==> src/rtl/core/kal_pkg.sv <==
// Package for the keyed array list: field widths, operation and status codes,
// and the stored entry type. No dependencies.
`timescale 1ns / 1ps

package kal_pkg;

	localparam int KIND_W   = 3;
	localparam int KEY_W    = 32;
	localparam int PAY_W    = 64;
	localparam int IDX_W    = 5;
	localparam int STATUS_W = 2;
	localparam int CFG_W    = 5;

	localparam logic [CFG_W-1:0] MAX_RESET = CFG_W'(16);

	localparam logic [KIND_W-1:0] KIND_APPEND = 3'd0;
	localparam logic [KIND_W-1:0] KIND_INSERT = 3'd1;
	localparam logic [KIND_W-1:0] KIND_DELETE = 3'd2;
	localparam logic [KIND_W-1:0] KIND_LOOKUP = 3'd3;
	localparam logic [KIND_W-1:0] KIND_READ   = 3'd4;

	localparam logic [STATUS_W-1:0] ST_OK       = 2'd0;
	localparam logic [STATUS_W-1:0] ST_FULL     = 2'd1;
	localparam logic [STATUS_W-1:0] ST_BADPOS   = 2'd2;
	localparam logic [STATUS_W-1:0] ST_NOTFOUND = 2'd3;

	typedef struct packed {
		logic [KEY_W-1:0] key;
		logic [PAY_W-1:0] payload;
	} entry_t;

endpackage

==> src/rtl/core/kal_if.sv <==
// Valid/ready channel interfaces for the keyed array list request and response.
// Depends on kal_pkg.
`timescale 1ns / 1ps

interface kal_req_if;
	import kal_pkg::*;

	logic                    valid;
	logic                    ready;
	logic [KIND_W-1:0]       kind;
	logic signed [KEY_W-1:0] record_key;
	logic [IDX_W-1:0]        position;
	logic [PAY_W-1:0]        record_payload;

	modport source(output valid, kind, record_key, position, record_payload, input ready);
	modport sink(input valid, kind, record_key, position, record_payload, output ready);
endinterface

interface kal_rsp_if;
	import kal_pkg::*;

	logic                    valid;
	logic                    ready;
	logic [STATUS_W-1:0]     status;
	logic signed [KEY_W-1:0] out_key;
	logic [PAY_W-1:0]        out_payload;
	logic [IDX_W-1:0]        out_index;
	logic [IDX_W-1:0]        entry_count;

	modport source(output valid, status, out_key, out_payload, out_index, entry_count,
		input ready);
	modport sink(input valid, status, out_key, out_payload, out_index, entry_count,
		output ready);
endinterface

==> src/rtl/core/kal_ram.sv <==
// Generic single-write, single-read RAM with a registered read port.
// No dependencies.
`timescale 1ns / 1ps

module kal_ram #(
	parameter int WIDTH = 96,
	parameter int DEPTH = 16
) (
	input  logic                                     clk,
	input  logic                                     we,
	input  logic [((DEPTH > 1) ? $clog2(DEPTH) : 1)-1:0] waddr,
	input  logic [WIDTH-1:0]                         wdata,
	input  logic [((DEPTH > 1) ? $clog2(DEPTH) : 1)-1:0] raddr,
	output logic [WIDTH-1:0]                         rdata
);

	logic [WIDTH-1:0] mem_q [DEPTH];

	always_ff @(posedge clk) begin
		if (we) begin
			mem_q[waddr] <= wdata;
		end
		rdata <= mem_q[raddr];
	end

endmodule

==> src/rtl/core/keyed_array_list.sv <==
// Top level of the keyed array list: sequencer, entry count and output register.
// Depends on kal_pkg, kal_req_if, kal_rsp_if and kal_ram.
//
//   Channel   Direction  Transfer               Contents
//   req       in         valid & ready          kind, record_key, position, record_payload
//   rsp       out        valid & ready          status, out_key, out_payload, out_index,
//                                               entry_count
//   cfg       in         cfg_we                 max_entries
//
// One RAM read port walks one entry per cycle. Append writes at the end; insert shifts
// entries up from the end to the position, then writes; lookup scans from entry 0 for the
// key; delete scans for the key, then shifts later entries down; a rejected op only answers.
// Reset clears the entry count and sets max_entries to 16; the store is not cleared.
// The result waits in an output register, so a new transaction is taken while
// a stalled response is held; the sequencer stalls only when its own result is blocked.
`timescale 1ns / 1ps

module keyed_array_list #(
	parameter int CAPACITY = 16
) (
	input  logic                      clk,
	input  logic                      arst_n,
	input  logic                      cfg_we,
	input  logic [kal_pkg::CFG_W-1:0] cfg_wdata,
	kal_req_if.sink                   req,
	kal_rsp_if.source                 rsp
);
	import kal_pkg::*;

	localparam int AW = (CAPACITY > 1) ? $clog2(CAPACITY) : 1;
	localparam int CW = $clog2(CAPACITY + 1);
	localparam int LW = (CW > CFG_W) ? CW : CFG_W;

	typedef enum logic [7:0] {
		S_IDLE = 8'b0000_0001,
		S_SRCH = 8'b0000_0010,
		S_SHDN = 8'b0000_0100,
		S_SHUP = 8'b0000_1000,
		S_WNEW = 8'b0001_0000,
		S_RDA  = 8'b0010_0000,
		S_RDB  = 8'b0100_0000,
		S_DONE = 8'b1000_0000
	} state_t;

	state_t              state_q;
	logic [CFG_W-1:0]    max_q;
	logic [CW-1:0]       cnt_q;
	logic [CW-1:0]       ptr_q;
	logic [CW-1:0]       rem_q;
	logic [AW-1:0]       la_q;
	logic [AW-1:0]       wpos_q;
	logic                rv_q;
	logic                ov_q;
	logic [KIND_W-1:0]   op_q;
	logic [KEY_W-1:0]    key_q;
	logic [PAY_W-1:0]    pay_q;
	logic [IDX_W-1:0]    pos_q;
	logic [STATUS_W-1:0] res_status_q;
	logic [KEY_W-1:0]    res_key_q;
	logic [PAY_W-1:0]    res_pay_q;
	logic [IDX_W-1:0]    res_idx_q;
	logic [STATUS_W-1:0] o_status_q;
	logic [KEY_W-1:0]    o_key_q;
	logic [PAY_W-1:0]    o_pay_q;
	logic [IDX_W-1:0]    o_idx_q;
	logic [IDX_W-1:0]    o_cnt_q;

	logic [LW-1:0]       lim;
	logic [LW-1:0]       cnt_x;
	logic [LW-1:0]       pos_x;
	logic                accept;
	logic                full;
	logic                issue_up;
	logic                issue_fwd;
	logic                hit;
	logic                load_out;
	logic                ram_we;
	logic [AW-1:0]       ram_waddr;
	entry_t              ram_wdata;
	entry_t              ram_rdata;
	logic [STATUS_W-1:0] iss_status;
	logic [IDX_W-1:0]    iss_idx;
	logic [AW-1:0]       iss_wpos;
	logic [CW-1:0]       iss_ptr;
	logic [CW-1:0]       iss_rem;

	assign lim    = (LW'(max_q) > LW'(CAPACITY)) ? LW'(CAPACITY) : LW'(max_q);
	assign cnt_x  = LW'(cnt_q);
	assign pos_x  = LW'(req.position);
	assign full   = cnt_x >= lim;

	assign req.ready = (state_q == S_IDLE);
	assign accept    = req.valid && req.ready;

	assign issue_fwd = ptr_q < cnt_q;
	assign issue_up  = rem_q != '0;
	assign hit       = rv_q && (ram_rdata.key == key_q);
	assign load_out  = (state_q == S_DONE) && (!ov_q || rsp.ready);

	always_comb begin
		iss_status = ST_OK;
		iss_idx    = '0;
		iss_wpos   = cnt_q[AW-1:0];
		iss_ptr    = '0;
		iss_rem    = '0;
		unique case (req.kind)
			KIND_APPEND: begin
				if (full) begin
					iss_status = ST_FULL;
				end else begin
					iss_idx = IDX_W'(cnt_q);
				end
			end
			KIND_INSERT: begin
				if (full) begin
					iss_status = ST_FULL;
				end else if (pos_x > cnt_x) begin
					iss_status = ST_BADPOS;
				end else begin
					iss_idx  = req.position;
					iss_wpos = AW'(req.position);
					iss_ptr  = cnt_q - CW'(1);
					iss_rem  = CW'(cnt_x - pos_x);
				end
			end
			KIND_DELETE, KIND_LOOKUP: begin
				if (cnt_q == '0) begin
					iss_status = ST_NOTFOUND;
				end
			end
			KIND_READ: begin
				if (pos_x >= cnt_x) begin
					iss_status = ST_BADPOS;
				end else begin
					iss_ptr = CW'(req.position);
				end
			end
			default: begin
				iss_status = ST_OK;
			end
		endcase
	end

	always_comb begin
		ram_we    = 1'b0;
		ram_waddr = la_q;
		ram_wdata = ram_rdata;
		unique case (state_q)
			S_SHDN: begin
				ram_we    = rv_q;
				ram_waddr = la_q - AW'(1);
			end
			S_SHUP: begin
				ram_we    = rv_q;
				ram_waddr = la_q + AW'(1);
			end
			S_WNEW: begin
				ram_we    = 1'b1;
				ram_waddr = wpos_q;
				ram_wdata = '{key: key_q, payload: pay_q};
			end
			S_IDLE, S_SRCH, S_RDA, S_RDB, S_DONE: begin
				ram_we = 1'b0;
			end
			default: begin
				ram_we = 1'b0;
			end
		endcase
	end

	kal_ram #(
		.WIDTH($bits(entry_t)),
		.DEPTH(CAPACITY)
	) u_store (
		.clk  (clk),
		.we   (ram_we),
		.waddr(ram_waddr),
		.wdata(ram_wdata),
		.raddr(ptr_q[AW-1:0]),
		.rdata(ram_rdata)
	);

	always_ff @(posedge clk or negedge arst_n) begin
		if (!arst_n) begin
			state_q <= S_IDLE;
			max_q   <= MAX_RESET;
			cnt_q   <= '0;
			rv_q    <= 1'b0;
			ov_q    <= 1'b0;
		end else begin
			if (cfg_we) begin
				max_q <= cfg_wdata;
			end
			if (load_out) begin
				ov_q <= 1'b1;
			end else if (rsp.ready) begin
				ov_q <= 1'b0;
			end
			unique case (state_q)
				S_IDLE: begin
					rv_q <= 1'b0;
					if (accept) begin
						unique case (req.kind)
							KIND_APPEND: state_q <= full ? S_DONE : S_WNEW;
							KIND_INSERT: begin
								if (full || pos_x > cnt_x) begin
									state_q <= S_DONE;
								end else begin
									state_q <= S_SHUP;
								end
							end
							KIND_DELETE, KIND_LOOKUP: begin
								state_q <= (cnt_q == '0) ? S_DONE : S_SRCH;
							end
							KIND_READ: state_q <= (pos_x >= cnt_x) ? S_DONE : S_RDA;
							default: state_q <= S_DONE;
						endcase
					end
				end
				S_SRCH: begin
					rv_q <= issue_fwd;
					if (hit) begin
						state_q <= (op_q == KIND_DELETE) ? S_SHDN : S_DONE;
					end else if (rv_q && !issue_fwd) begin
						state_q <= S_DONE;
					end
				end
				S_SHDN: begin
					rv_q <= issue_fwd;
					if (!issue_fwd) begin
						cnt_q   <= cnt_q - CW'(1);
						state_q <= S_DONE;
					end
				end
				S_SHUP: begin
					rv_q <= issue_up;
					if (!issue_up) begin
						state_q <= S_WNEW;
					end
				end
				S_WNEW: begin
					cnt_q   <= cnt_q + CW'(1);
					state_q <= S_DONE;
				end
				S_RDA: state_q <= S_RDB;
				S_RDB: state_q <= S_DONE;
				S_DONE: begin
					if (load_out) begin
						state_q <= S_IDLE;
					end
				end
				default: state_q <= S_IDLE;
			endcase
		end
	end

	always_ff @(posedge clk) begin
		unique case (state_q)
			S_IDLE: begin
				if (accept) begin
					op_q         <= req.kind;
					key_q        <= req.record_key;
					pay_q        <= req.record_payload;
					pos_q        <= req.position;
					res_status_q <= iss_status;
					res_key_q    <= '0;
					res_pay_q    <= '0;
					res_idx_q    <= iss_idx;
					ptr_q        <= iss_ptr;
					rem_q        <= iss_rem;
					wpos_q       <= iss_wpos;
				end
			end
			S_SRCH: begin
				if (issue_fwd) begin
					ptr_q <= ptr_q + CW'(1);
					la_q  <= ptr_q[AW-1:0];
				end
				if (hit) begin
					res_idx_q <= IDX_W'(la_q);
					res_key_q <= ram_rdata.key;
					res_pay_q <= ram_rdata.payload;
				end else if (rv_q && !issue_fwd) begin
					res_status_q <= ST_NOTFOUND;
				end
			end
			S_SHDN: begin
				if (issue_fwd) begin
					ptr_q <= ptr_q + CW'(1);
					la_q  <= ptr_q[AW-1:0];
				end
			end
			S_SHUP: begin
				if (issue_up) begin
					ptr_q <= ptr_q - CW'(1);
					rem_q <= rem_q - CW'(1);
					la_q  <= ptr_q[AW-1:0];
				end
			end
			S_RDB: begin
				res_idx_q <= pos_q;
				res_key_q <= ram_rdata.key;
				res_pay_q <= ram_rdata.payload;
			end
			S_DONE: begin
				if (load_out) begin
					o_status_q <= res_status_q;
					o_key_q    <= res_key_q;
					o_pay_q    <= res_pay_q;
					o_idx_q    <= res_idx_q;
					o_cnt_q    <= IDX_W'(cnt_q);
				end
			end
			S_WNEW, S_RDA: begin
				la_q <= la_q;
			end
			default: begin
				la_q <= la_q;
			end
		endcase
	end

	assign rsp.valid       = ov_q;
	assign rsp.status      = o_status_q;
	assign rsp.out_key     = o_key_q;
	assign rsp.out_payload = o_pay_q;
	assign rsp.out_index   = o_idx_q;
	assign rsp.entry_count = o_cnt_q;

endmodule
==> src/flat_wrapper.sv <==
// flat-port wrapper written by rule: the top's interface ports become plain ports
module keyed_array_list_flat import kal_pkg::*;
#(
	parameter int CAPACITY = 16
)
  (clk, arst_n, cfg_we, cfg_wdata, req_valid, req_kind, req_record_key, req_position, req_record_payload, req_ready, rsp_valid, rsp_status, rsp_out_key, rsp_out_payload, rsp_out_index, rsp_entry_count, rsp_ready);
  kal_req_if req_i ();
  kal_rsp_if rsp_i ();
  input  logic clk;
  input  logic arst_n;
  input  logic cfg_we;
  input  logic [kal_pkg::CFG_W-1:0] cfg_wdata;
  input wire logic [$bits(req_i.valid)-1:0] req_valid;
  input wire logic [$bits(req_i.kind)-1:0] req_kind;
  input wire logic [$bits(req_i.record_key)-1:0] req_record_key;
  input wire logic [$bits(req_i.position)-1:0] req_position;
  input wire logic [$bits(req_i.record_payload)-1:0] req_record_payload;
  output wire logic [$bits(req_i.ready)-1:0] req_ready;
  output wire logic [$bits(rsp_i.valid)-1:0] rsp_valid;
  output wire logic [$bits(rsp_i.status)-1:0] rsp_status;
  output wire logic [$bits(rsp_i.out_key)-1:0] rsp_out_key;
  output wire logic [$bits(rsp_i.out_payload)-1:0] rsp_out_payload;
  output wire logic [$bits(rsp_i.out_index)-1:0] rsp_out_index;
  output wire logic [$bits(rsp_i.entry_count)-1:0] rsp_entry_count;
  input wire logic [$bits(rsp_i.ready)-1:0] rsp_ready;
  assign req_i.valid = req_valid;
  assign req_i.kind = req_kind;
  assign req_i.record_key = req_record_key;
  assign req_i.position = req_position;
  assign req_i.record_payload = req_record_payload;
  assign req_ready = req_i.ready;
  assign rsp_valid = rsp_i.valid;
  assign rsp_status = rsp_i.status;
  assign rsp_out_key = rsp_i.out_key;
  assign rsp_out_payload = rsp_i.out_payload;
  assign rsp_out_index = rsp_i.out_index;
  assign rsp_entry_count = rsp_i.entry_count;
  assign rsp_i.ready = rsp_ready;
  keyed_array_list #(.CAPACITY(CAPACITY)) u_core (.clk(clk), .arst_n(arst_n), .cfg_we(cfg_we), .cfg_wdata(cfg_wdata), .req(req_i), .rsp(rsp_i));
endmodule
==> config.mk <==
export PLATFORM = sky130hd
export DESIGN_NAME = keyed_array_list_flat
export DESIGN_NICKNAME = d
export VERILOG_FILES = /design/src/rtl/core/kal_pkg.sv /design/src/rtl/core/kal_if.sv /design/src/rtl/core/kal_ram.sv /design/src/rtl/core/keyed_array_list.sv /design/src/flat_wrapper.sv
export SDC_FILE = /design/constraint.sdc
export NUM_CORES = 2
export LEC_CHECK = 0
export ABC_AREA = 1
export BUFFER_PORTS_ARGS = -buffer_cell sky130_fd_sc_hd__clkbuf_2
export CAP_MARGIN = 20
export CORE_UTILIZATION = 52
export CTS_CLUSTER_SIZE = 24
export DETAILED_ROUTE_END_ITERATION = 16
export PLACE_DENSITY = 0.67
export REMOVE_ABC_BUFFERS = 1
export SKIP_LAST_GASP = 1
export SLEW_MARGIN = 20
export SYNTH_ARGS = -nofsm -noshare
export SYNTH_HDL_FRONTEND = slang
export SYNTH_SLANG_ARGS = --single-unit
==> constraint.sdc <==
create_clock -name clk -period 10.4 [get_ports clk]
set_input_delay 1.04 -clock clk [delete_from_list [all_inputs] [get_ports clk]]
set_output_delay 1.04 -clock clk [all_outputs]
set_load 0.05 [all_outputs]
==> qor.csv <==
stage,metric,value,unit
status,outcome,finished with violations,
status,violations,slew limit,
timing,layout_setup_ws,5.32,ns
pwr,switching_power,8770,uW
clock_network,hold_buffers,0,
drt,ant_nets,0,
worst_setup_path,crit_slowest_cell,nor2_4,
placed_design,place.gp.congestion,0.891,
timing,rsz0062_at_grt,no,
worst_setup_path,reg2reg_depth,16,
timing,slew_headroom,-13.2,%
global_route,grt_max_degree,240,
worst_setup_path,crit_chain,inv_2 -> nand2_4 -> nor3_4 -> nand2_4 -> ha_1 -> nand2_1 -> nand2_1 -> a21oi_1 -> or2_2 -> nand3_1 -> nand4_2 -> nand2_2 -> nand2_2 -> nor2_4 -> buf_4 -> buf_4,
synthesis,yosysTopAreaCell,edfxtp_1,
timing,finClkSkew,0.0655,ns
drt,viasPerCell,6.02,
floorplan,die_h,385,um
synthesis,synth_area,0.0763,sq mm
worst_setup_path,required,10.81,ns
placed_design,placed_area,0.0794,sq mm
worst_setup_path,crit-reg2reg-launch,u_core.state_q[1]$_DFFE_PN0P_,
worst_setup_path,path_class,flop to flop,
min_path,hold_class,input port to asynchronous set/reset pin,
pwr,swShare,34.9,%
global_route,grt_first_pass_wirelength,284000,um
placed_design,dp_hpwl,99900,um
global_route,antenna_found_initial,2,
floorplan,start_util,52.4,%
clock_network,post_cts_buffers,0,
worst_setup_path,cp-start-kind,flop,
worst_setup_path,cp.buffers_inverters,3,
worst_setup_path,worst_path_largest_cell_delay,0.86,ns
synthesis,synth_area_per_cell,13.8,sq um
floorplan,fp.dieW,385,um
timing,worst_slew_pin_slew,1.70,ns
timing,setup-tns-final,0,ns
synthesis,synth_area_leaders,"edfxtp_1 74%, o21ai_0 5.8%, nor2_1 4.6%, o221ai_1 3.1%, dfxtp_1 2.5%",
clock_network,root_buffer,clkbuf_16,
synthesis,ys.flop_type,edfxtp_1,
clock_network,cts-resized-gates,0,
drt,vias,47000,
finish,multiInputGateArea,0.0155,sq mm
synthesis,ys_ff_latch,1985,
timing,fin_crit,5.08,ns
synthesis,async_flop_share,1.01,%
finish,fill_cells,11100,
drt,wire_per_inst,24.4,um
pwr,p_int,16400,uW
floorplan,row_count,140,
worst_setup_path,startpoint,u_core.state_q[1]$_DFFE_PN0P_,
timing,setup_viol,0,
clock_network,h-tree-depth,4,
finish,post-route-util,59.0,%
finish,drive_above_1_share,12.8,%
pwr,clkPwrFrac,27.7,%
finish,antennaDiodeCount,0,
synthesis,synthDistinctLibCells,53,
pwr,p_seq_share,43.4,%
timing,slew_violations,141,
synthesis,synth_top_area_share,73.6,%
global_route,grt_pass1_vias,45200,
clock_network,cts.clk_slew.worst_paths,0.06,ns
drt,drc_errors,0,
placed_design,dp_worst_setup_slack,5.38,ns
timing,finalCritPeriodShare,48.8,%
synthesis,synth_edf_count,1869,
drt,drt_pre_antenna_iters,5,
run,max_cap_viol_count,0,
pwr,irDropWorstVdd,0.271,mV
clock_network,cts_sinks,1985,
finish,num-nets-final,5866,
floorplan,io_pins,224,
pwr,comb_power_share,29.0,%
finish,regArea,0.0585,sq mm
placed_design,port_buffers,223,
worst_setup_path,critical_path_arrival,5.49,ns
worst_setup_path,crit_family,simple AND/OR/NAND/NOR gates,
drt,drt_iter0_markers,4943,
pwr,power.density,293,mW/mm^2
worst_setup_path,cp.depth,16,
clock_network,clock_latency,0.85,ns
worst_setup_path,critPathMaxFanout,43,
clock_network,clk_path_buf_depth,3,
finish,syn2layout_area_growth,12.6,%
timing,holdWs,0.199,ns
clock_network,cts_tree,yes,
pwr,leakage,0.0290,uW
floorplan,die_area,0.148,sq mm
timing,final_hold_viol_count,0,
timing,fmax,0.197,GHz
synthesis,seq_area_frac_synth,76.7,%
clock_network,cts_buffers,193,
worst_setup_path,r2r_setup_slack,5.32,ns
floorplan,core,0.146,sq mm
worst_setup_path,crit_path_end_kind,flop,
synthesis,syn_inst,5519,
synthesis,ys_warn_count,0,
global_route,grt_usage,25.6,%
finish,fin_area,0.0859,sq mm
drt,drt-total-wl,191000,um
global_route,overflow,0,
## final cells by class
type	count	share of cell area (%)
multi-input cells	2972	18.0
inverters	205	0.938
flip-flops and latches	1985	68.2
clock buffers	262	6.12
repair buffers	369	2.72
clock inverters	102	1.25
well taps	1917	2.79
## cell families (layout without fill, tap and decap cells)
family,after synthesis,after routing,share of synthesized area (%)
xor+xnor,22,22,0.253
compound gates,1441,1441,11.4
fa+ha+maj,26,26,0.456
buf+inv,562,938,3.25
simple gates,1483,1483,7.88
flops,1985,1985,76.7
## worst paths after layout
path | end
max | u_core.u_store.mem_q[3][43]$_DFFE_PP_
min in group clk | u_core.pay_q[46]$_DFFE_PP_
max reg2reg | u_core.u_store.mem_q[3][43]$_DFFE_PP_
min | u_core.rsp.valid$_DFFE_PN0P_
min reg2reg | u_core.rsp.out_payload[14]$_DFFE_PP_
max in group asynchronous | u_core.cnt_q[3]$_DFFE_PN0P_
## routing by layer
metal  part of all wire (%)  vias to the layer above  global-route usage [%]
met5                 0.0068                        -                       0
met1                     42                    23700                    36.7
met2                     47                     2071                    40.4
met3                    8.3                      297                    4.34
met4                    2.3                        2                    7.22
li1                       -                    21000                       -
## cells in the mapped netlist (5+ instances only)
library cell  number
inv_2             16
edfxtp_1        1869
xnor2_1            9
o221ai_1         270
clkbuf_1         242
nand2_1          375
nand2_2            8
o21ai_0          877
o21ai_1           21
nor2_1           929
nor2_2            13
o22ai_1          125
o211ai_1         119
nand3_2            5
inv_1            184
nor3_1             9
ha_1              23
a21oi_1           15
nand3_1          108
buf_6             28
dfxtp_1           96
buf_4             24
buf_2             50
xor2_1            13
buf_1             12
dfrtp_1           18
nand4_1           14
## metrics by stage
step | cells | total power (uW)
after floorplan | 5162 | 15900
after global placement | 7439 | 18100
after detailed placement | 7441 | 18200
after CTS | 7805 | 25200
after global routing | 7812 | 26200
final | 7812 | 25100
## power groups by stage
stage                     Combinational, uW  Clock, uW  Sequential [uW]
after global routing                   7930       7360            10900
after global placement                 7020          0            11000
after CTS                              7200       7050            10900
after floorplan                        4210          0            11700
after detailed placement               7180          0            11100
final                                  7280       6960            10900
## sequential cells by signal, indices dropped and copies added (netlist names), 8 cells and up
signal / flops
u_core.key_q: 32
u_core.pay_q: 64
u_core.res_key_q: 32
u_core.res_pay_q: 64
u_core.rsp.out_key: 32
u_core.rsp.out_payload: 64
u_core.state_q: 8
u_core.u_store.mem_q: 1536
u_core.u_store.rdata: 96
## cell usage in the layout, fill, tap and decap left out, drive strengths merged, types with 2 or more instances in the layout
cell	synthesis	routed
nor2	947	947
a21oi	16	16
xnor2	9	9
clkinv	3	75
dfstp	2	2
clkinvlp	0	3
edfxtp	1869	1869
dfxtp	96	96
nand4	16	16
xor2	13	13
nand2	387	387
o31ai	4	4
nand3b	3	3
ha	23	23
or2	2	2
inv	202	213
a22o	2	2
bufinv	0	16
clkbuf	243	486
buf	114	145
o21ai	899	899
o221ai	270	270
nand3	113	113
dfrtp	18	18
nor3	13	13
o211ai	119	119
fa	3	3
o22ai	125	125
(Power assumes the default switching activity.)
